<file path="config.mk">
export PLATFORM = sky130hd
export DESIGN_NAME = telnet_stream_decoder_top
export DESIGN_NICKNAME = d
export VERILOG_FILES = /design/src/hdl/tsd_pkg.sv /design/src/hdl/tsd_core.sv /design/src/hdl/tsd_outq.sv /design/src/hdl/telnet_stream_decoder_top.sv
export SDC_FILE = /design/constraint.sdc
export NUM_CORES = 1
export LEC_CHECK = 0
export BUFFER_PORTS_ARGS = -buffer_cell sky130_fd_sc_hd__buf_2
export CAP_MARGIN = 20
export CORE_AREA = 3 3 131 108
export CTS_BUF_LIST = sky130_fd_sc_hd__clkbuf_8
export DETAILED_ROUTE_END_ITERATION = 16
export DIE_AREA = 0 0 134 111
export GPL_TIMING_DRIVEN = 0
export SETUP_SLACK_MARGIN = 0.5
export SYNTH_ARGS = -nofsm -noshare
export SYNTH_HDL_FRONTEND = slang
export SYNTH_HIERARCHICAL = 1
export SYNTH_SLANG_ARGS = --single-unit
</file>
<file path="constraint.sdc">
create_clock -name i_clk -period 6.2 [get_ports i_clk]
set_input_delay 1.55 -clock i_clk [delete_from_list [all_inputs] [get_ports i_clk]]
set_output_delay 1.55 -clock i_clk [all_outputs]
set_load 0.01 [all_outputs]
</file>
<file path="src/hdl/tsd_pkg.sv">
`timescale 1ns / 1ps
`default_nettype none

package tsd_pkg;

    // Telnet command codes.
    localparam logic [7:0] IAC_CODE  = 8'd255;
    localparam logic [7:0] SB_CODE   = 8'd250;
    localparam logic [7:0] SE_CODE   = 8'd240;
    localparam logic [7:0] WILL_CODE = 8'd251;
    localparam logic [7:0] WONT_CODE = 8'd252;
    localparam logic [7:0] DO_CODE   = 8'd253;
    localparam logic [7:0] DONT_CODE = 8'd254;
    localparam logic [7:0] CR_CODE   = 8'd13;
    localparam logic [7:0] LF_CODE   = 8'd10;

    localparam logic [7:0] SUBNEG_OPTION_RESET = 8'd201;

    // Input transaction modes.
    localparam logic [1:0] MODE_BYTE  = 2'd0;
    localparam logic [1:0] MODE_FLUSH = 2'd1;
    localparam logic [1:0] MODE_RESET = 2'd2;

    // Result kinds.
    localparam logic [2:0] K_TEXT         = 3'd0;
    localparam logic [2:0] K_TEXT_END     = 3'd1;
    localparam logic [2:0] K_TEXT_DISCARD = 3'd2;
    localparam logic [2:0] K_PAY          = 3'd3;
    localparam logic [2:0] K_PAY_END      = 3'd4;
    localparam logic [2:0] K_PAY_DISCARD  = 3'd5;
    localparam logic [2:0] K_REPLY        = 3'd6;

    localparam int MAX_RESULTS = 3;

    typedef enum logic [2:0] {
        PH_PLAIN = 3'd0,
        PH_CMD   = 3'd1,
        PH_OPT   = 3'd2,
        PH_SBOPT = 3'd3,
        PH_BODY  = 3'd4,
        PH_SKIP  = 3'd5
    } t_phase;

    typedef struct packed {
        logic [2:0] kind;
        logic [7:0] data;
        logic       negotiated_now;
        logic       last;
    } t_result;

    typedef struct packed {
        logic [1:0]                    count;
        t_result [MAX_RESULTS-1:0]     res;
    } t_bundle;

endpackage

`default_nettype wire

</file>
<file path="src/hdl/tsd_core.sv">
`timescale 1ns / 1ps
`default_nettype none

// Decoder state and the per-transaction decode into a bundle of up to three results.
module tsd_core
    import tsd_pkg::*;
(
    input  wire logic       i_clk,
    input  wire logic       i_rst_n,
    input  wire logic       i_cfg_we,
    input  wire logic [7:0] i_cfg_data,
    input  wire logic       i_accept,
    input  wire logic [1:0] i_mode,
    input  wire logic [7:0] i_data_byte,
    output t_bundle         o_bundle
);

    logic [7:0] r_subneg_option;
    t_phase     r_phase,     n_phase;
    logic       r_pend_will, n_pend_will;
    logic       r_opt_en,    n_opt_en;
    logic       r_await_se,  n_await_se;
    logic       r_text_pend, n_text_pend;
    logic       r_last_cr,   n_last_cr;

    t_result [MAX_RESULTS-1:0] res;
    logic [1:0]                cnt;

    always_comb begin
        logic [7:0] b;
        logic       fwd;
        b           = i_data_byte;
        fwd         = (r_phase == PH_BODY);
        n_phase     = r_phase;
        n_pend_will = r_pend_will;
        n_opt_en    = r_opt_en;
        n_await_se  = r_await_se;
        n_text_pend = r_text_pend;
        n_last_cr   = r_last_cr;
        res         = '0;
        cnt         = 2'd0;

        case (i_mode)
            MODE_BYTE: begin
                case (r_phase)
                    PH_PLAIN: begin
                        if (b == IAC_CODE) begin
                            if (r_text_pend) begin
                                res[cnt].kind = K_TEXT_END;
                                cnt = cnt + 2'd1;
                            end
                            n_text_pend = 1'b0;
                            n_last_cr   = 1'b0;
                            n_phase     = PH_CMD;
                        end else begin
                            res[cnt].kind = K_TEXT;
                            res[cnt].data = b;
                            cnt = cnt + 2'd1;
                            n_text_pend = 1'b1;
                            if (b == LF_CODE && r_last_cr) begin
                                // CR LF closes the chunk; the chunk is open here.
                                res[cnt].kind = K_TEXT_END;
                                cnt = cnt + 2'd1;
                                n_text_pend = 1'b0;
                                n_last_cr   = 1'b0;
                            end else begin
                                n_last_cr = (b == CR_CODE);
                            end
                        end
                    end
                    PH_CMD: begin
                        if (b == IAC_CODE) begin
                            res[cnt].kind = K_TEXT;
                            res[cnt].data = IAC_CODE;
                            cnt = cnt + 2'd1;
                            n_text_pend = 1'b1;
                            n_last_cr   = 1'b0;
                            n_phase     = PH_PLAIN;
                        end else if (b == WILL_CODE || b == WONT_CODE ||
                                     b == DO_CODE || b == DONT_CODE) begin
                            n_pend_will = (b == WILL_CODE);
                            n_phase     = PH_OPT;
                        end else if (b == SB_CODE) begin
                            n_phase = PH_SBOPT;
                        end else begin
                            n_phase = PH_PLAIN;
                        end
                    end
                    PH_OPT: begin
                        if (r_pend_will && b == r_subneg_option && !r_opt_en) begin
                            res[0] = '{kind: K_REPLY, data: IAC_CODE,
                                       negotiated_now: 1'b1, last: 1'b0};
                            res[1] = '{kind: K_REPLY, data: DO_CODE,
                                       negotiated_now: 1'b1, last: 1'b0};
                            res[2] = '{kind: K_REPLY, data: r_subneg_option,
                                       negotiated_now: 1'b1, last: 1'b0};
                            cnt      = 2'd3;
                            n_opt_en = 1'b1;
                        end
                        n_phase = PH_PLAIN;
                    end
                    PH_SBOPT: begin
                        n_await_se = 1'b0;
                        n_phase    = (b == r_subneg_option) ? PH_BODY : PH_SKIP;
                    end
                    PH_BODY, PH_SKIP: begin
                        if (r_await_se) begin
                            n_await_se = 1'b0;
                            if (b == SE_CODE) begin
                                if (fwd) begin
                                    res[cnt].kind = K_PAY_END;
                                    cnt = cnt + 2'd1;
                                end
                                n_phase = PH_PLAIN;
                            end else if (fwd) begin
                                // IAC IAC gives one 0xFF; IAC x keeps both bytes.
                                res[cnt].kind = K_PAY;
                                res[cnt].data = IAC_CODE;
                                cnt = cnt + 2'd1;
                                if (b != IAC_CODE) begin
                                    res[cnt].kind = K_PAY;
                                    res[cnt].data = b;
                                    cnt = cnt + 2'd1;
                                end
                            end
                        end else if (b == IAC_CODE) begin
                            n_await_se = 1'b1;
                        end else if (fwd) begin
                            res[cnt].kind = K_PAY;
                            res[cnt].data = b;
                            cnt = cnt + 2'd1;
                        end
                    end
                    default: begin
                        n_phase = PH_PLAIN;
                    end
                endcase
            end
            MODE_FLUSH: begin
                if (r_text_pend) begin
                    res[cnt].kind = K_TEXT_END;
                    cnt = cnt + 2'd1;
                end
                n_text_pend = 1'b0;
                n_last_cr   = 1'b0;
            end
            MODE_RESET: begin
                if (r_text_pend) begin
                    res[cnt].kind = K_TEXT_DISCARD;
                    cnt = cnt + 2'd1;
                end
                if (r_phase == PH_BODY) begin
                    res[cnt].kind = K_PAY_DISCARD;
                    cnt = cnt + 2'd1;
                end
                n_phase     = PH_PLAIN;
                n_pend_will = 1'b0;
                n_opt_en    = 1'b0;
                n_await_se  = 1'b0;
                n_text_pend = 1'b0;
                n_last_cr   = 1'b0;
            end
            default: begin
                // Unused mode: no result, state kept.
            end
        endcase

        for (int i = 0; i < MAX_RESULTS; i++) begin
            res[i].last = (cnt != 2'd0) && (2'(i) == cnt - 2'd1);
        end
    end

    assign o_bundle.count = cnt;
    assign o_bundle.res   = res;

    always_ff @(posedge i_clk) begin
        if (!i_rst_n) begin
            r_subneg_option <= SUBNEG_OPTION_RESET;
            r_phase         <= PH_PLAIN;
            r_pend_will     <= 1'b0;
            r_opt_en        <= 1'b0;
            r_await_se      <= 1'b0;
            r_text_pend     <= 1'b0;
            r_last_cr       <= 1'b0;
        end else begin
            if (i_cfg_we) begin
                r_subneg_option <= i_cfg_data;
            end
            if (i_accept) begin
                r_phase     <= n_phase;
                r_pend_will <= n_pend_will;
                r_opt_en    <= n_opt_en;
                r_await_se  <= n_await_se;
                r_text_pend <= n_text_pend;
                r_last_cr   <= n_last_cr;
            end
        end
    end

endmodule

`default_nettype wire

</file>
<file path="src/hdl/tsd_outq.sv">
`timescale 1ns / 1ps
`default_nettype none

// Holds one transaction's results and feeds them, one per cycle while the output register is free, into it.
module tsd_outq
    import tsd_pkg::*;
(
    input  wire logic    i_clk,
    input  wire logic    i_rst_n,
    input  wire logic    i_load,
    input  wire t_bundle i_bundle,
    output logic         o_load_ready,
    output logic         o_valid,
    input  wire logic    i_ready,
    output t_result      o_result
);

    logic [1:0]                r_cnt;
    t_result [MAX_RESULTS-1:0] r_res;
    logic                      r_ovalid;
    t_result                   r_out;
    logic                      out_free;
    logic                      pop;

    assign out_free     = !r_ovalid || i_ready;
    assign pop          = out_free && (r_cnt != 2'd0);
    assign o_load_ready = (r_cnt == 2'd0) || ((r_cnt == 2'd1) && out_free);
    assign o_valid      = r_ovalid;
    assign o_result     = r_out;

    always_ff @(posedge i_clk) begin
        if (!i_rst_n) begin
            r_cnt    <= 2'd0;
            r_ovalid <= 1'b0;
        end else begin
            if (i_load) begin
                r_cnt <= i_bundle.count;
            end else if (pop) begin
                r_cnt <= r_cnt - 2'd1;
            end
            if (pop) begin
                r_ovalid <= 1'b1;
            end else if (i_ready) begin
                r_ovalid <= 1'b0;
            end
        end
    end

    always_ff @(posedge i_clk) begin
        if (pop) begin
            r_out <= r_res[0];
        end
        if (i_load) begin
            r_res <= i_bundle.res;
        end else if (pop) begin
            for (int i = 0; i < MAX_RESULTS - 1; i++) begin
                r_res[i] <= r_res[i+1];
            end
        end
    end

endmodule

`default_nettype wire

</file>
<file path="src/hdl/telnet_stream_decoder_top.sv">
`timescale 1ns / 1ps
`default_nettype none

// Telnet receive-stream decoder.
// Input channel (i_valid / o_ready): one transaction per received byte (i_mode 0),
// end of read (i_mode 1, closes open text) or connection reset (i_mode 2).
// Output channel (o_valid / i_ready): zero to three result transactions per input
// transaction, in order, with o_last set on the final one that the input caused.
// Configuration channel (i_cfg_valid / o_cfg_ready): writes the subnegotiation
// option code and is always ready; the user must write it only while the block
// is idle, which the block does not enforce. Results pass through the holding
// stage and the output register. Throughput: one input transaction per cycle
// while each yields at most one result and i_ready is high; two or three results
// hold o_ready low until all but the last have entered the output register.
// While the receiver stalls, the output register holds its result and one more
// transaction's results wait in the holding stage, so o_ready stays high until
// that stage is occupied and cannot drain.
// Reset (synchronous, active low) returns the decoder to plain text, clears the
// option negotiation, empties the output path and restores option code 201.
module telnet_stream_decoder_top
    import tsd_pkg::*;
(
    input  wire logic       i_clk,
    input  wire logic       i_rst_n,
    input  wire logic       i_valid,
    output logic            o_ready,
    input  wire logic [1:0] i_mode,
    input  wire logic [7:0] i_data_byte,
    output logic            o_valid,
    input  wire logic       i_ready,
    output logic [2:0]      o_kind,
    output logic [7:0]      o_data,
    output logic            o_negotiated_now,
    output logic            o_last,
    input  wire logic       i_cfg_valid,
    output logic            o_cfg_ready,
    input  wire logic [7:0] i_cfg_data
);

    logic    accept;
    logic    load_ready;
    t_bundle bundle;
    t_result result;

    // The configuration register takes a write in any cycle.
    assign o_cfg_ready = 1'b1;
    assign o_ready     = load_ready;
    assign accept      = i_valid && load_ready;

    tsd_core u_core (
        .i_clk       (i_clk),
        .i_rst_n     (i_rst_n),
        .i_cfg_we    (i_cfg_valid),
        .i_cfg_data  (i_cfg_data),
        .i_accept    (accept),
        .i_mode      (i_mode),
        .i_data_byte (i_data_byte),
        .o_bundle    (bundle)
    );

    // A transaction without results still loads a zero count, which leaves the
    // holding stage empty.
    tsd_outq u_outq (
        .i_clk        (i_clk),
        .i_rst_n      (i_rst_n),
        .i_load       (accept),
        .i_bundle     (bundle),
        .o_load_ready (load_ready),
        .o_valid      (o_valid),
        .i_ready      (i_ready),
        .o_result     (result)
    );

    assign o_kind           = result.kind;
    assign o_data           = result.data;
    assign o_negotiated_now = result.negotiated_now;
    assign o_last           = result.last;

endmodule

`default_nettype wire
</file>
# Yosys cells after proc, flatten, opt, wreduce, memory -nomap -nowiden
# Index checks and enable logic that the tools add are counted.
# W data, S select, Z words.
[classes]
addsub = 3
n_mul = 0
div = 0
magnitude_cmp = 2
eq_ne = 32
shift = 0
mux = 84
n_bitwise = 0
reduce_logical = 34
[ops]
columns = ["cell", "count"]
rows = [
  ["$mux W39", 2],
  ["$eq A8 B8 Y1 const B", 7],
  ["$mux W11", 5],
  ["$mux W26", 2],
  ["$pmux W26 S2", 1],
  ["$pmux W11 S4", 1],
  ["$bwmux W39", 1],
  ["$mux W10", 3],
  ["$mux W2", 15],
  ["$mux W3", 10],
  ["$demux W13 S2", 1],
  ["$mux W13", 2],
  ["$mux W8", 3],
  ["$mux W1", 22],
  ["$pmux W10 S2", 1],
  ["$pmux W3 S3", 2],
  ["$eq A8 B4 Y1 const B", 2],
  ["$pmux W1 S2", 8],
  ["$pmux W8 S2", 1],
  ["$ne A3 B2 Y1 const B", 4],
  ["$pmux W3 S4", 1],
  ["$reduce_bool A2 Y1", 6],
  ["$logic_and A1 B1 Y1", 10],
  ["$reduce_and A5 Y1", 2],
  ["26 further kinds", 43],
]
[word_totals]
register_bits = 71
latchBits = 0
ramBits = 0
mem_bits_ro = 0
in_bits = 23
output_inout_bits = 16
word_cells = 180
n_memories = 0

# Depth between registers and ports, before layout
[depth]
ltp_word = 11
depth_mapped = 10
ltp_nobuf = 9

# Cells and area by module
# Netlist, hierarchy kept.
[modules_own_cells]
columns = ["mod", "instances", "cells_per_inst", "area_each_um2", "seq_area_each_um2"]
rows = [
  ["tsd_outq", 1, 106, 2073.2, 1621.6],
  ["tsd_core", 1, 226, 1742.9, 320.3],
  ["telnet_stream_decoder_top", 1, 3, 17.5, 0.0],
]

# Worst setup path after synthesis
# OpenSTA, ideal clock, no wires.
[synth_path]
path_type = "input port to flip-flop"
from = "input port i_ready"
to = "register u_outq/r_res[0] (netlist bit) (enable)"
setup_time_ns = 0.445
t_arrival_ns = 3.559
required_ns = 5.755
path_slack_ns = 2.196
cell_stages = 7
n_path_buf = 1
cell_sequence = "nand2b_1 > nand2_1 > nand2_1 > and2_1 > buf_6 > inv_1 > o21ai_0"
[synth_via]
elab_chain_len = 5
word_cells_on_any_way = 6
classes_between = "6 x reduce/logical"
[synth_lines]
columns = ["element", "line", "rtl"]
rows = [
  ["from (decl)", "telnet_stream_decoder_top.sv:30", "input wire logic i_ready,"],
  ["$logic_or A1 B1 Y1", "tsd_outq.sv:25", "assign out_free = !r_ovalid || i_ready;"],
  ["$logic_and A1 B1 Y1", "tsd_outq.sv:27", "assign o_load_ready = (r_cnt == 2'd0) || ((r_cnt == 2'd1) && out_free);"],
  ["$logic_or A1 B1 Y1", "tsd_outq.sv:27", ""],
  ["named net o_ready", "telnet_stream_decoder_top.sv:26", "output logic o_ready,"],
  ["$logic_and A1 B1 Y1", "telnet_stream_decoder_top.sv:48", "assign accept = i_valid && load_ready;"],
  ["named net accept", "telnet_stream_decoder_top.sv:40", "logic accept;"],
  ["$reduce_bool A2 Y1 (no line)", "--", ""],
  ["to (signal assigned)", "tsd_outq.sv:54", "r_res <= i_bundle.res;"],
  ["to (signal, indexed assignment)", "tsd_outq.sv:57", "r_res[i] <= r_res[i+1];"],
  ["to (decl)", "tsd_outq.sv:19", "t_result [MAX_RESULTS-1:0] r_res;"],
]
# The timed path passes the listed nets, and every way through them passes these cells.
# A chain may end at the register's enable or synchronous reset.

# Worst setup path in the final report
[layout_path]
from = "input port i_ready"
to = "output port o_ready"
[layout_via]
elab_chain_len = 3
[layout_lines]
columns = ["element", "line"]
rows = [
  ["$logic_or A1 B1 Y1", "tsd_outq.sv:25"],
  ["$logic_and A1 B1 Y1", "tsd_outq.sv:27"],
  ["$logic_or A1 B1 Y1", "tsd_outq.sv:27"],
  ["to (decl)", "telnet_stream_decoder_top.sv:26"],
]
# Every way passes these cells.

==> impl_metrics.xml <==
<?xml version="1.0" encoding="UTF-8"?>
<metrics>
  <group name="power">
    <metric name="peakVddDrop" unit="uV">125.9</metric>
    <metric name="leakage_power" unit="uW">0.001729</metric>
    <metric name="power.density" unit="mW/mm^2">324.5</metric>
  </group>
  <group name="drt">
    <metric name="routed-via-count" unit="">2626</metric>
    <metric name="dr.first_iter.drc_count" unit="">212</metric>
    <metric name="ant_nets" unit="">0</metric>
    <metric name="drc" unit="">0</metric>
    <metric name="route.final.wire_length" unit="microns">8477</metric>
    <metric name="wl_per_cell" unit="microns">15.16</metric>
    <metric name="drt_first_pass_iters" unit="">4</metric>
    <metric name="drt-vias-per-instance" unit="">4.698</metric>
  </group>
  <group name="cells_and_area">
    <metric name="regArea" unit="sq mm">0.001942</metric>
    <metric name="layout.cells.most_common_list" unit="">52 x sky130_fd_sc_hd__edfxtp_1, 37 x sky130_fd_sc_hd__buf_2, 26 x sky130_fd_sc_hd__nand2_1, 26 x sky130_fd_sc_hd__mux2_2, 19 x sky130_fd_sc_hd__dfxtp_1</metric>
    <metric name="final_layout_size_suffix_gt1_frac" unit="">0.2995</metric>
    <metric name="antenna_cells" unit="">0</metric>
    <metric name="final_core_util" unit="">0.3444</metric>
    <metric name="final_common_cell" unit="">sky130_fd_sc_hd__edfxtp_1</metric>
    <metric name="num-fill-cells" unit="">1277</metric>
    <metric name="final_nets" unit="">410</metric>
    <metric name="multi_input_comb_area" unit="sq mm">0.001667</metric>
    <metric name="layoutNonFillerInstCount" unit="">559</metric>
    <metric name="area.growth.synth_to_final" unit="%">15.21</metric>
  </group>
  <group name="logic_synthesis">
    <metric name="ys_async_sr_fraction" unit="">0</metric>
    <metric name="synth.lib_cells_used.distinct" unit="">54</metric>
    <metric name="syn-num-nets" unit="">366</metric>
    <metric name="synth_area_leader_cell" unit="">sky130_fd_sc_hd__edfxtp_1</metric>
    <metric name="ys.warnings.count" unit="">6</metric>
    <metric name="netlist.area_leader.share" unit="">0.4073</metric>
    <metric name="synthesis.area" unit="sq mm">0.003834</metric>
    <metric name="post_synth_edffs" unit="">52</metric>
    <metric name="synth-seq-area-share" unit="">0.5065</metric>
    <metric name="post_synth_inst_count" unit="">335</metric>
    <metric name="synth-seq-cells" unit="">71</metric>
    <metric name="synth_top_cells_by_area" unit="">sky130_fd_sc_hd__edfxtp_1 41%, sky130_fd_sc_hd__dfxtp_1 9.9%, sky130_fd_sc_hd__mux2_2 7.6%, sky130_fd_sc_hd__mux2i_1 3.7%, sky130_fd_sc_hd__ha_1 2.6%</metric>
    <metric name="ys.flop_type" unit="">sky130_fd_sc_hd__edfxtp_1</metric>
    <metric name="syn-mean-instance-area" unit="sq um">11.44</metric>
  </group>
  <group name="critical_path">
    <metric name="endpoint_arrival_time_on_the_critical_path" unit="ns">2.15</metric>
    <metric name="critical_path_required" unit="ns">4.65</metric>
    <metric name="cp-start-kind" unit="">input port</metric>
    <metric name="timing.critical_path.slowest_stage_cell" unit="">sky130_fd_sc_hd__nand2b_1</metric>
    <metric name="critical_path_class" unit="">input port to output port</metric>
    <metric name="cp_max_fo" unit="">5</metric>
    <metric name="endpoint_kind" unit="">output port</metric>
    <metric name="crit_chain" unit="">buf_2, nand2b_1, nand2_1, nand2_1, buf_2</metric>
    <metric name="cpPeakStageDelay" unit="ns">0.20</metric>
  </group>
  <group name="clock_network">
    <metric name="ctsRootBufferMaster" unit="">sky130_fd_sc_hd__clkbuf_8</metric>
    <metric name="clk_sinks" unit="">71</metric>
    <metric name="htree_levels" unit="">3</metric>
    <metric name="clock_tree_from_tritoncts" unit="">yes</metric>
    <metric name="max-clock-path-buffers" unit="">2</metric>
    <metric name="clkTransAtPathRegs" unit="ns">0.07</metric>
    <metric name="cts_hold_buf" unit="">0</metric>
    <metric name="cts_inserted_buffers" unit="">9</metric>
    <metric name="clkLatencyLatePin" unit="ns">0.36</metric>
    <metric name="postCtsSetupRepairBufs" unit="">0</metric>
    <metric name="post_cts.resized_instances" unit="">0</metric>
  </group>
  <group name="global_routing">
    <metric name="via_count_of_the_first_global_routing_pass" unit="">2626</metric>
    <metric name="antenna_violations_before_repair" unit="">0</metric>
    <metric name="track_usage" unit="">0.1193</metric>
    <metric name="first_pass_grt_wire_length" unit="microns">13800</metric>
    <metric name="grt.overflow.total" unit="">0</metric>
    <metric name="grt_start_max_net_pins" unit="">20</metric>
  </group>
  <group name="timing">
    <metric name="tns" unit="ns">0</metric>
    <metric name="post-route-period-util" unit="">0.5961</metric>
    <metric name="timing.fmax" unit="GHz">0.2706</metric>
    <metric name="finalSetupViolations" unit="">0</metric>
    <metric name="timing_hold_violations_final" unit="">0</metric>
    <metric name="layout_min_cycle_time" unit="ns">3.696</metric>
    <metric name="clock_skew" unit="ns">0.01131</metric>
    <metric name="tightest_slew" unit="ns">0.9663</metric>
    <metric name="holdWs" unit="ns">0.4207</metric>
    <metric name="unrepaired_setup_endpoints_after_global_routing" unit="">false</metric>
    <metric name="report.final.slew_viol_count" unit="">0</metric>
    <metric name="slew_headroom" unit="">0.3499</metric>
  </group>
  <group name="die">
    <metric name="die_height" unit="microns">111</metric>
    <metric name="fp.dieArea" unit="sq mm">0.01487</metric>
    <metric name="coreArea" unit="sq mm">0.01282</metric>
    <metric name="die_width" unit="microns">134</metric>
    <metric name="rows" unit="">37</metric>
    <metric name="io_pins" unit="">39</metric>
    <metric name="initial_core_util" unit="">0.2990</metric>
  </group>
  <group name="flow_run">
    <metric name="timing.max_cap.violations" unit="">0</metric>
  </group>
  <group name="outcome">
    <metric name="outcome" unit="">completed</metric>
  </group>
  <group name="placed_design">
    <metric name="port-buffer-count" unit="">32</metric>
    <metric name="dpl.cell_count" unit="">543</metric>
    <metric name="place.gp.congestion" unit="">0.8593</metric>
    <metric name="dp_hpwl" unit="microns">6268</metric>
  </group>
  <group name="worst_hold_path">
    <metric name="hp-class" unit="">register to register</metric>
  </group>
</metrics>
==> power by group <==
group / switching, uW / total [uW] / internal, uW
clock: 200 / 353 / 153
sequential: 35.1 / 740 / 705
combinational: 201 / 340 / 139
==> final timing paths <==
| check | from | endpoint | slack [ns] | depth (start not counted) |
|---|---|---|---|---|
| hold / removal | u_outq/r_res[5] | u_outq/o_result[5] | 0.42 | 0 |
| hold reg to reg | u_outq/r_res[5] | u_outq/o_result[5] | 0.42 | 0 |
| setup reg to reg | u_outq/r_cnt[0] | u_core/r_phase[2] | 3.33 | 9 |
| setup / recovery | i_ready | o_ready | 2.50 | 5 |
==> kinds of logic after synthesis <==
kind of cell / Yosys count / synth area share
buffers and inverters: 40 / 0.05972
other: 2 / 0.001959
xor gates and xnor gates: 9 / 0.02056
muxes: 40 / 0.1129
adders and majority gates: 8 / 0.02611
and+or+nand+nor: 107 / 0.1655
AOI/OAI and AO/OA: 58 / 0.1067
DFF: 71 / 0.5065
==> metrics by stage <==
step                setup WS (ns)  cell area (sq um)  total power, uW
floorplan                   2.196               3834            971.9
global placement            1.503               4213             1077
detailed placement          2.196               4232             1092
CTS                         2.501               4417             1450
global route                2.253               4417             1511
finish                      2.504               4417             1433
==> cell usage after synthesis (2+ instances only) <==
master,n
sky130_fd_sc_hd__a31oi_1,4
sky130_fd_sc_hd__nor3b_2,4
sky130_fd_sc_hd__nor3_1,5
sky130_fd_sc_hd__buf_6,4
sky130_fd_sc_hd__a21oi_1,18
sky130_fd_sc_hd__nand4b_1,2
sky130_fd_sc_hd__nand2b_1,2
sky130_fd_sc_hd__mux2i_1,14
sky130_fd_sc_hd__and3_1,10
sky130_fd_sc_hd__o21ai_0,13
sky130_fd_sc_hd__nor4_1,6
sky130_fd_sc_hd__mux2_2,26
sky130_fd_sc_hd__conb_1,2
sky130_fd_sc_hd__buf_4,11
sky130_fd_sc_hd__and4_1,3
sky130_fd_sc_hd__clkbuf_1,5
sky130_fd_sc_hd__nor2b_1,12
sky130_fd_sc_hd__nor2_1,16
sky130_fd_sc_hd__a21o_1,4
sky130_fd_sc_hd__a32oi_1,2
sky130_fd_sc_hd__xor2_1,8
sky130_fd_sc_hd__dfxtp_1,19
sky130_fd_sc_hd__edfxtp_1,52
sky130_fd_sc_hd__nor3_2,2
sky130_fd_sc_hd__inv_1,14
sky130_fd_sc_hd__and2_1,4
sky130_fd_sc_hd__buf_2,5
sky130_fd_sc_hd__nand3_1,3
sky130_fd_sc_hd__ha_1,8
sky130_fd_sc_hd__nand2_1,26
sky130_fd_sc_hd__nand4_1,4
sky130_fd_sc_hd__o21a_1,5
==> critical path, delay by kind of cell <==
kind / cells / cell delay [ns]
buffers and inverters: 2 / 0.24
AND/OR/NAND/NOR: 3 / 0.36
==> layout make-up <==
class / instances / share of cell area
multi-input cells: 224 / 0.3773
inverters: 14 / 0.01190
flip-flops and latches: 71 / 0.4397
clock buffers: 9 / 0.02805
clock inverters: 7 / 0.01388
well taps: 175 / 0.04958
plain buffers: 26 / 0.03994
repair buffers: 33 / 0.03966
==> sequential cells by signal (all words and copies together) (netlist names) <==
signal and flops:
u_outq/o_result 13, u_outq/r_cnt 2, u_core/r_await_se 1, u_core/r_last_cr 1, u_core/r_text_pend 1, u_core/r_opt_en 1, u_outq/r_res 39, u_outq/o_valid 1
u_core/r_subneg_option 8, u_core/r_pend_will 1, u_core/r_phase 3
==> per-layer routing <==
| layer | track usage | up-vias | wire length (microns) |
|---|---|---|---|
| met3 | 0.04129 | 7 | 472 |
| met5 | 0 | - | 0 |
| met2 | 0.1683 | 66 | 3500 |
| met4 | 0.02467 | 0 | 74 |
| li1 | - | 1306 | - |
| met1 | 0.1759 | 1247 | 4430 |
Power figures use the tool's default switching activity.
